## src/design/sni_pkg.sv

```systemverilog
package sni_pkg;

    localparam int MAX_AXES    = 8;
    localparam int NUM_TENSORS = 3;

    // pointer into the per-axis tables
    localparam int AXW = (MAX_AXES > 1) ? $clog2(MAX_AXES) : 1;
    // pointer into the per-tensor lanes
    localparam int TW  = (NUM_TENSORS > 1) ? $clog2(NUM_TENSORS) : 1;
    // rank/axis compare width: holds MAX_AXES and the 4-bit registers
    localparam int CW  = $clog2(MAX_AXES + 1);
    localparam int RW  = (CW > 4) ? CW : 4;
    // lanes that reach the three index fields
    localparam int NUM_OUT = (NUM_TENSORS < 3) ? NUM_TENSORS : 3;

    localparam logic [1:0] OP_LOAD = 2'd0;
    localparam logic [1:0] OP_GOTO = 2'd1;
    localparam logic [1:0] OP_INC  = 2'd2;

    localparam int         CFG_IDX_W   = 1;
    localparam int         CFG_DATA_W  = 4;
    localparam logic [0:0] REG_RANK    = 1'b0;
    localparam logic [0:0] REG_TRACKED = 1'b1;

    typedef struct packed {
        logic [1:0]  op;
        logic [2:0]  axis;
        logic [1:0]  tensor_sel;
        logic        write_extent;
        logic [15:0] extent_value;
        logic [31:0] stride_value;
        logic [15:0] coord_value;
    } t_req;

    typedef struct packed {
        logic        more;
        logic [31:0] index_a;
        logic [31:0] index_b;
        logic [31:0] index_c;
    } t_rsp;

    // controller -> datapath
    typedef struct packed {
        logic accept;   // latch the request
        logic exec;     // first cycle of the op
        logic step;     // odometer walk, one axis
    } t_cmd;

    // datapath -> controller
    typedef struct packed {
        logic walk_go;    // increment has axes to walk
        logic walk_done;  // current axis ends the walk
    } t_sts;

endpackage

```

## src/design/sni_ctrl.sv

```systemverilog
module sni_ctrl
    import sni_pkg::*;
(
    input  logic i_clk,
    input  logic i_rst_n,
    input  logic start,
    input  t_sts i_sts,
    output t_cmd o_cmd,
    output logic busy,
    output logic o_strobe
);

    typedef enum logic [4:0] {
        S_IDLE  = 5'b00001,
        S_EXEC  = 5'b00010,
        S_WALK  = 5'b00100,
        S_DRAIN = 5'b01000,
        S_REPLY = 5'b10000
    } t_state;

    t_state r_state;
    t_state n_state;

    always_comb begin
        n_state = r_state;
        unique case (r_state)
            S_IDLE: begin
                if (start) begin
                    n_state = S_EXEC;
                end
            end
            S_EXEC: begin
                n_state = i_sts.walk_go ? S_WALK : S_DRAIN;
            end
            S_WALK: begin
                if (i_sts.walk_done) begin
                    n_state = S_DRAIN;
                end
            end
            S_DRAIN: begin
                n_state = S_REPLY;
            end
            S_REPLY: begin
                n_state = S_IDLE;
            end
            default: begin
                n_state = S_IDLE;
            end
        endcase
    end

    always_ff @(posedge i_clk) begin
        if (!i_rst_n) begin
            r_state <= S_IDLE;
        end else begin
            r_state <= n_state;
        end
    end

    assign o_cmd.accept = (r_state == S_IDLE) && start;
    assign o_cmd.exec   = (r_state == S_EXEC);
    assign o_cmd.step   = (r_state == S_WALK);
    assign busy         = (r_state != S_IDLE);
    assign o_strobe     = (r_state == S_REPLY);

endmodule

```

## src/design/sni_dpath.sv

```systemverilog
module sni_dpath
    import sni_pkg::*;
(
    input  logic                  i_clk,
    input  logic                  i_rst_n,
    input  logic                  i_cfg_we,
    input  logic [CFG_IDX_W-1:0]  i_cfg_idx,
    input  logic [CFG_DATA_W-1:0] i_cfg_data,
    input  t_req                  i_req,
    input  t_cmd                  i_cmd,
    output t_sts                  o_sts,
    output t_rsp                  o_rsp
);

    logic [3:0]   r_rank;
    logic [3:0]   r_tracked;
    t_req         r_req;
    logic [15:0]  r_ext    [MAX_AXES];
    logic [31:0]  r_stride [NUM_TENSORS][MAX_AXES];
    logic [15:0]  r_coord  [MAX_AXES];
    logic [31:0]  r_flat   [NUM_TENSORS];
    logic [31:0]  r_prod   [NUM_TENSORS];
    logic         r_prod_vld;
    logic         r_prod_sub;
    logic         r_more;
    logic [AXW-1:0] r_axis;
    logic [AXW-1:0] r_first;

    logic [AXW-1:0] ax_req;
    logic [AXW-1:0] ax_sel;
    logic [RW-1:0]  axis_w;
    logic [RW-1:0]  rank_sat;
    logic [RW-1:0]  tracked_w;
    logic [RW-1:0]  first_w;
    logic [RW-1:0]  start_sat;
    logic           axis_ok;
    logic           goto_hit;
    logic           goto_clr;
    logic           inc_ok;
    logic [15:0]    ext_rd;
    logic [15:0]    coord_rd;
    logic [16:0]    coord_nx;
    logic           fits;
    logic [15:0]    mul_m;
    logic           mul_sub;
    logic [47:0]    mul_full [NUM_TENSORS];
    logic [31:0]    flat_out [3];

    always_comb begin
        ax_req    = AXW'(r_req.axis);
        ax_sel    = i_cmd.step ? r_axis : ax_req;
        axis_w    = RW'(r_req.axis);
        tracked_w = RW'(r_tracked);
        rank_sat  = (RW'(r_rank) > RW'(MAX_AXES)) ? RW'(MAX_AXES) : RW'(r_rank);
        first_w   = rank_sat - tracked_w;
        start_sat = (axis_w > rank_sat - RW'(1)) ? rank_sat - RW'(1) : axis_w;
        axis_ok   = axis_w < RW'(MAX_AXES);
        goto_hit  = (r_req.op == OP_GOTO) && axis_ok && (axis_w < tracked_w);
        goto_clr  = (r_req.op == OP_GOTO) && (r_req.axis == 3'd0);
        inc_ok    = (rank_sat != '0) && (tracked_w <= rank_sat) && (start_sat >= first_w);

        ext_rd   = r_ext[r_axis];
        coord_rd = r_coord[r_axis];
        coord_nx = {1'b0, coord_rd} + 17'd1;
        fits     = coord_nx < {1'b0, ext_rd};

        // stride multiplier operand: coordinate on goto, 1 on carry stop,
        // extent-1 on wrap (zero extent wraps by adding the stride)
        if (i_cmd.step) begin
            if (fits || (ext_rd == 16'd0)) begin
                mul_m   = 16'd1;
                mul_sub = 1'b0;
            end else begin
                mul_m   = ext_rd - 16'd1;
                mul_sub = 1'b1;
            end
        end else begin
            mul_m   = r_req.coord_value;
            mul_sub = 1'b0;
        end

        for (int t = 0; t < NUM_TENSORS; t++) begin
            mul_full[t] = {16'd0, r_stride[t][ax_sel]} * {32'd0, mul_m};
        end

        for (int k = 0; k < 3; k++) begin
            flat_out[k] = '0;
        end
        for (int k = 0; k < NUM_OUT; k++) begin
            flat_out[k] = r_flat[k];
        end
    end

    assign o_sts.walk_go   = (r_req.op == OP_INC) && inc_ok;
    assign o_sts.walk_done = fits || (r_axis == r_first);

    assign o_rsp.more    = r_more;
    assign o_rsp.index_a = flat_out[0];
    assign o_rsp.index_b = flat_out[1];
    assign o_rsp.index_c = flat_out[2];

    // control and architectural state
    always_ff @(posedge i_clk) begin
        if (!i_rst_n) begin
            r_rank     <= '0;
            r_tracked  <= '0;
            r_prod_vld <= 1'b0;
            r_more     <= 1'b0;
            for (int a = 0; a < MAX_AXES; a++) begin
                r_coord[a] <= '0;
            end
            for (int t = 0; t < NUM_TENSORS; t++) begin
                r_flat[t] <= '0;
            end
        end else begin
            if (i_cfg_we) begin
                unique case (i_cfg_idx)
                    REG_RANK:    r_rank    <= i_cfg_data;
                    REG_TRACKED: r_tracked <= i_cfg_data;
                    default:     ;
                endcase
            end

            r_prod_vld <= (i_cmd.exec && goto_hit) || i_cmd.step;

            if (i_cmd.exec && goto_clr) begin
                for (int t = 0; t < NUM_TENSORS; t++) begin
                    r_flat[t] <= '0;
                end
            end else if (r_prod_vld) begin
                for (int t = 0; t < NUM_TENSORS; t++) begin
                    r_flat[t] <= r_prod_sub ? r_flat[t] - r_prod[t] : r_flat[t] + r_prod[t];
                end
            end

            if (i_cmd.exec) begin
                r_more <= 1'b0;
                if (goto_hit) begin
                    r_coord[ax_req] <= r_req.coord_value;
                end
            end else if (i_cmd.step) begin
                r_coord[r_axis] <= fits ? coord_nx[15:0] : 16'd0;
                if (fits) begin
                    r_more <= 1'b1;
                end
            end
        end
    end

    // request, products, tables and walk pointers
    always_ff @(posedge i_clk) begin
        if (i_cmd.accept) begin
            r_req <= i_req;
        end

        if (i_cmd.exec || i_cmd.step) begin
            r_prod_sub <= mul_sub;
            for (int t = 0; t < NUM_TENSORS; t++) begin
                r_prod[t] <= mul_full[t][31:0];
            end
        end

        if (i_cmd.exec) begin
            r_axis  <= AXW'(start_sat);
            r_first <= AXW'(first_w);
            if ((r_req.op == OP_LOAD) && axis_ok) begin
                if (r_req.write_extent) begin
                    r_ext[ax_req] <= r_req.extent_value;
                end else if (RW'(r_req.tensor_sel) < RW'(NUM_TENSORS)) begin
                    r_stride[TW'(r_req.tensor_sel)][ax_req] <= r_req.stride_value;
                end
            end
        end else if (i_cmd.step && !fits) begin
            r_axis <= r_axis - AXW'(1);
        end
    end

endmodule

```

## src/design/strided_nd_index_iterator.sv

```systemverilog
// Channel    Direction  Ports                           Transfer
// request    in         start, busy, i_req              start && !busy
// result     out        o_strobe, o_rsp                 o_strobe, one cycle
// config     in         i_cfg_we, i_cfg_idx, i_cfg_data i_cfg_we
//
// Load, goto and unused op: accept, then the EXEC and DRAIN states, strobe in REPLY.
// Increment: as above, with WALK between EXEC and DRAIN when it has axes to walk.
// The walk handles one axis per cycle through the per-tensor stride multipliers.
// Reset is synchronous; coordinates and flat indices clear, the extent and
// stride tables hold whatever was there until written.
// busy stays high until the cycle after the strobe; results cannot be stalled.
module strided_nd_index_iterator
    import sni_pkg::*;
(
    input  logic                  i_clk,
    input  logic                  i_rst_n,
    input  logic                  start,
    input  t_req                  i_req,
    output logic                  busy,
    output logic                  o_strobe,
    output t_rsp                  o_rsp,
    input  logic                  i_cfg_we,
    input  logic [CFG_IDX_W-1:0]  i_cfg_idx,
    input  logic [CFG_DATA_W-1:0] i_cfg_data
);

    t_cmd cmd;
    t_sts sts;

    sni_ctrl u_ctrl (
        .i_clk    (i_clk),
        .i_rst_n  (i_rst_n),
        .start    (start),
        .i_sts    (sts),
        .o_cmd    (cmd),
        .busy     (busy),
        .o_strobe (o_strobe)
    );

    sni_dpath u_dpath (
        .i_clk      (i_clk),
        .i_rst_n    (i_rst_n),
        .i_cfg_we   (i_cfg_we),
        .i_cfg_idx  (i_cfg_idx),
        .i_cfg_data (i_cfg_data),
        .i_req      (i_req),
        .i_cmd      (cmd),
        .o_sts      (sts),
        .o_rsp      (o_rsp)
    );

endmodule

```

## config.mk

```make
export PLATFORM = sky130hd
export DESIGN_NAME = strided_nd_index_iterator
export DESIGN_NICKNAME = d
export VERILOG_FILES = /design/src/design/sni_pkg.sv /design/src/design/sni_ctrl.sv /design/src/design/sni_dpath.sv /design/src/design/strided_nd_index_iterator.sv
export SDC_FILE = /design/constraint.sdc
export NUM_CORES = 2
export LEC_CHECK = 0
export BUFFER_PORTS_ARGS = -buffer_cell sky130_fd_sc_hd__buf_2
export CORE_MARGIN = 10
export CORE_UTILIZATION = 50
export CTS_BUF_LIST = sky130_fd_sc_hd__clkbuf_8
export DETAILED_ROUTE_END_ITERATION = 10
export PLACE_DENSITY = 0.68
export SLEW_MARGIN = 40
export SYNTH_ARGS = -nofsm -noshare
export SYNTH_HDL_FRONTEND = slang
export SYNTH_SLANG_ARGS = --single-unit
```

## constraint.sdc

```tcl
create_clock -name i_clk -period 10.7 [get_ports i_clk]
set_input_delay 2.14 -clock i_clk [delete_from_list [all_inputs] [get_ports i_clk]]
set_output_delay 2.14 -clock i_clk [all_outputs]
set_load 0.01 [all_outputs]
```

==> impl_metrics.yaml <==
synth:
  synth_top_cell_by_area: "edfxtp_1"
  yosysUniqueCellTypes: 82
  ys_seq_area_share_pct: 42.95
  synth_area_mm2: 0.09139
  ys.flop_type: "edfxtp_1"
  synthesis.nets: 9914
  synthArstFlopShare_pct: 0
  ys_top_cells_by_area: "edfxtp_1, fa_1, nand2_1, inv_1, ha_1"
  synth_seq_cells: 1313
  syn_area_per_cell_um2: 10.63
  synth_edf_count: 1295
  synth_top_area_share_pct: 42.55
  synth_cells: 8594
  ys.warnings.count: 0
floorplanning:
  initial_core_util_pct: 50.40
  die_area_mm2: 0.2003
  rows: 156
  io_pins: 180
  die_y_um: 447.5
  die_w_um: 447.5
  coreArea_mm2: 0.1813
placement:
  dp_hpwl_um: 176800
  port_buffers: 179
  finalWeightedCongestion: 0.9520
  dpl_cell_area_mm2: 0.09636
drt:
  dr_total_vias: 64706
  via_per_inst: 5.661
  wl_um: 253900
  drc_errors: 0
  avgRoutedWirePerCell_um: 22.21
  first_iter_violations: 6203
  ant_nets: 0
  drt_pass1_iterations: 6
finish:
  n_fill_cell: 15271
  register_area_mm2: 0.03926
  layout_common_cells: "nand2_1, edfxtp_1, inv_1, fa_1, nor2_1"
  syn_to_final_growth_pct: 10.94
  utilization_pct: 55.91
  final_cell_area_mm2: 0.1014
  multi_input_area_mm2: 0.04718
  layout-drive-gt1-share_pct: 10.56
  layout_commonest_cell: "nand2_1"
  fin_nets: 10204
timing:
  drv_slew: 0
  setup_violations: 0
  rsz0062_at_grt: "yes"
  timing.final.crit_period_ns: 10.54
  finClkSkew_ns: 0.09265
  max_freq_mhz: 94.91
  fin_crit_sh_pct: 98.47
  setup_tns_ns: 0
  final-hold-violation-count: 0
  slew_headroom_pct: 34.08
  worst_slew_pin_slew_ns: 0.9888
critical_path:
  cpMostUsedCell: "fa_1"
  cp_max_fo: 19
  slowest_stage: "fa_1"
  required_ns: 11.41
  reg2reg_to: "u_dpath.r_prod[0][94]"
  cp.arrival_ns: 11.24
  start_kind: "flop"
  cp.depth: 39
  crit_path_end: "u_dpath.r_prod[0][94]"
  worst-path-buf-inv: 7
  endpoint_kind: "flop"
  path_delay_family: "adder cells"
  rr_worst_depth: 39
  rrSetupSlack_ns: 0.16
  crit_type: "flop to flop"
  max_stage_delay_ns: 0.56
clocking:
  cts_made_buffers: 215
  path_clk_slew_ns: 0.06
  clockRootBuffer: "clkbuf_8"
  worstSkewPairLatency_ns: 1.01
  cts_tree: "yes"
  cts_max_level: 4
  clkSinkCount: 1313
  clock_path_buffers: 3
global_route:
  grtUsageTotal_pct: 24.84
  grt_pass1_vias: 65649
  antenna_found_initial: 9
  grt-ovfl-total: 0
  grt_max_degree: 155
  grt_pass1_wl_um: 385000
run_status:
  status: "finished, final reports clean"
hold_path:
  min_path_type: "flop to flop"
job:
  max-cap-violations: 0
## final cells by class
class / instances / area share (%)
timing repair buffer: 465 / 3.655
tap: 2370 / 2.925
clock buffer: 215 / 2.919
inverter: 1126 / 4.172
sequential: 1313 / 38.72
multi-input combinational: 5763 / 46.53
antenna: 4 / 0.009873
clock inverter: 175 / 1.071
## timing repair
action | in CTS | in global routing
pin swaps | 0 | 29
gates cloned | 0 | 10
endpoints found under the setup margin | 2 | 22
endpoints found under the hold margin | 0 | 0
resized for setup | 3 | 77
buffers inserted | 0 | 30
hold buffers | 0 | 0
## per-stage QoR
| step | setup WS [ns] | hold WS, ns | instances |
|---|---|---|---|
| after global placement | 0.1043 | 0.4508 | 10981 |
| after detailed placement | 0.01745 | 0.4517 | 10987 |
| after floorplan | 0.001887 | 0.4363 | 8594 |
| after CTS | 0.008654 | 0.4599 | 11377 |
| after global routing | -0.1417 | 0.4921 | 11428 |
| final | 0.1635 | 0.4591 | 11431 |
## routing by layer
| metal | vias up | track usage, % | part of all wire [%] | wire length [um] |
|---|---|---|---|---|
| met5 | - | 0 | 0.022 | 56 |
| met4 | 8 | 9.028 | 3.6 | 9063 |
| met3 | 562 | 6.260 | 10 | 26290 |
| met2 | 3090 | 39.54 | 46 | 117900 |
| met1 | 32342 | 33.02 | 40 | 100600 |
| li1 | 28704 | - | - | - |
## how the worst min path moves through the flow
stage                              start                   end  slack [ns]  depth (start not counted)
global route        u_dpath.r_tracked[3]  u_dpath.r_tracked[3]        0.49                          2
global placement    u_dpath.r_tracked[2]  u_dpath.r_tracked[2]        0.45                          2
finish              u_dpath.r_tracked[3]  u_dpath.r_tracked[3]        0.46                          2
floorplan           u_dpath.r_tracked[2]  u_dpath.r_tracked[2]        0.44                          2
CTS                 u_dpath.r_tracked[2]  u_dpath.r_tracked[2]        0.46                          2
detailed placement  u_dpath.r_tracked[2]  u_dpath.r_tracked[2]        0.45                          2
## cells in the mapped netlist, types with 57 or more instances
| library cell | count |
|---|---|
| nand2_1 | 1734 |
| edfxtp_1 | 1295 |
| inv_1 | 1126 |
| fa_1 | 916 |
| nor2_1 | 650 |
| nand3_1 | 560 |
| ha_1 | 323 |
| clkbuf_1 | 299 |
| xnor2_1 | 272 |
| a21oi_1 | 206 |
| and2_1 | 175 |
| o21ai_0 | 101 |
| nor3_1 | 80 |
| xor2_1 | 80 |
| a21o_1 | 77 |
| buf_1 | 68 |
| mux4_2 | 57 |
## cells by family after synthesis
family                   synth area share (%)
AND/OR/NAND/NOR                         16.03
buffers and inverters                   6.354
flip-flops                              42.95
adder cells (fa/ha/maj)                 24.49
AO/OA/AOI/OAI                           4.550
XOR/XNOR                                3.472
multiplexers                            2.162
other                                0.004103
## state kept, by name (all words and copies together), names as in the netlist, named ones only
signal	count
u_dpath.r_req	69
u_dpath.r_more	1
u_dpath.r_rank	4
u_dpath.r_prod	96
u_ctrl.r_state	5
u_dpath.r_prod_sub	1
u_dpath.r_tracked	4
u_dpath.ax_req	3
u_dpath.r_flat	96
u_dpath.r_ext	128
u_dpath.r_prod_vld	1
u_dpath.r_coord	128
u_dpath.r_stride	768
u_dpath.r_first	3
u_dpath.r_axis	3
## worst min-delay path, stage by stage, from the launching register on
cell,delay [ns]
dfxtp_1,0.31
nand2_1,0.05
a21oi_1,0.05
Power is left out: the tool's default activity adds up to more than one toggle a clock period on the data nets, which glitch-free logic cannot reach.
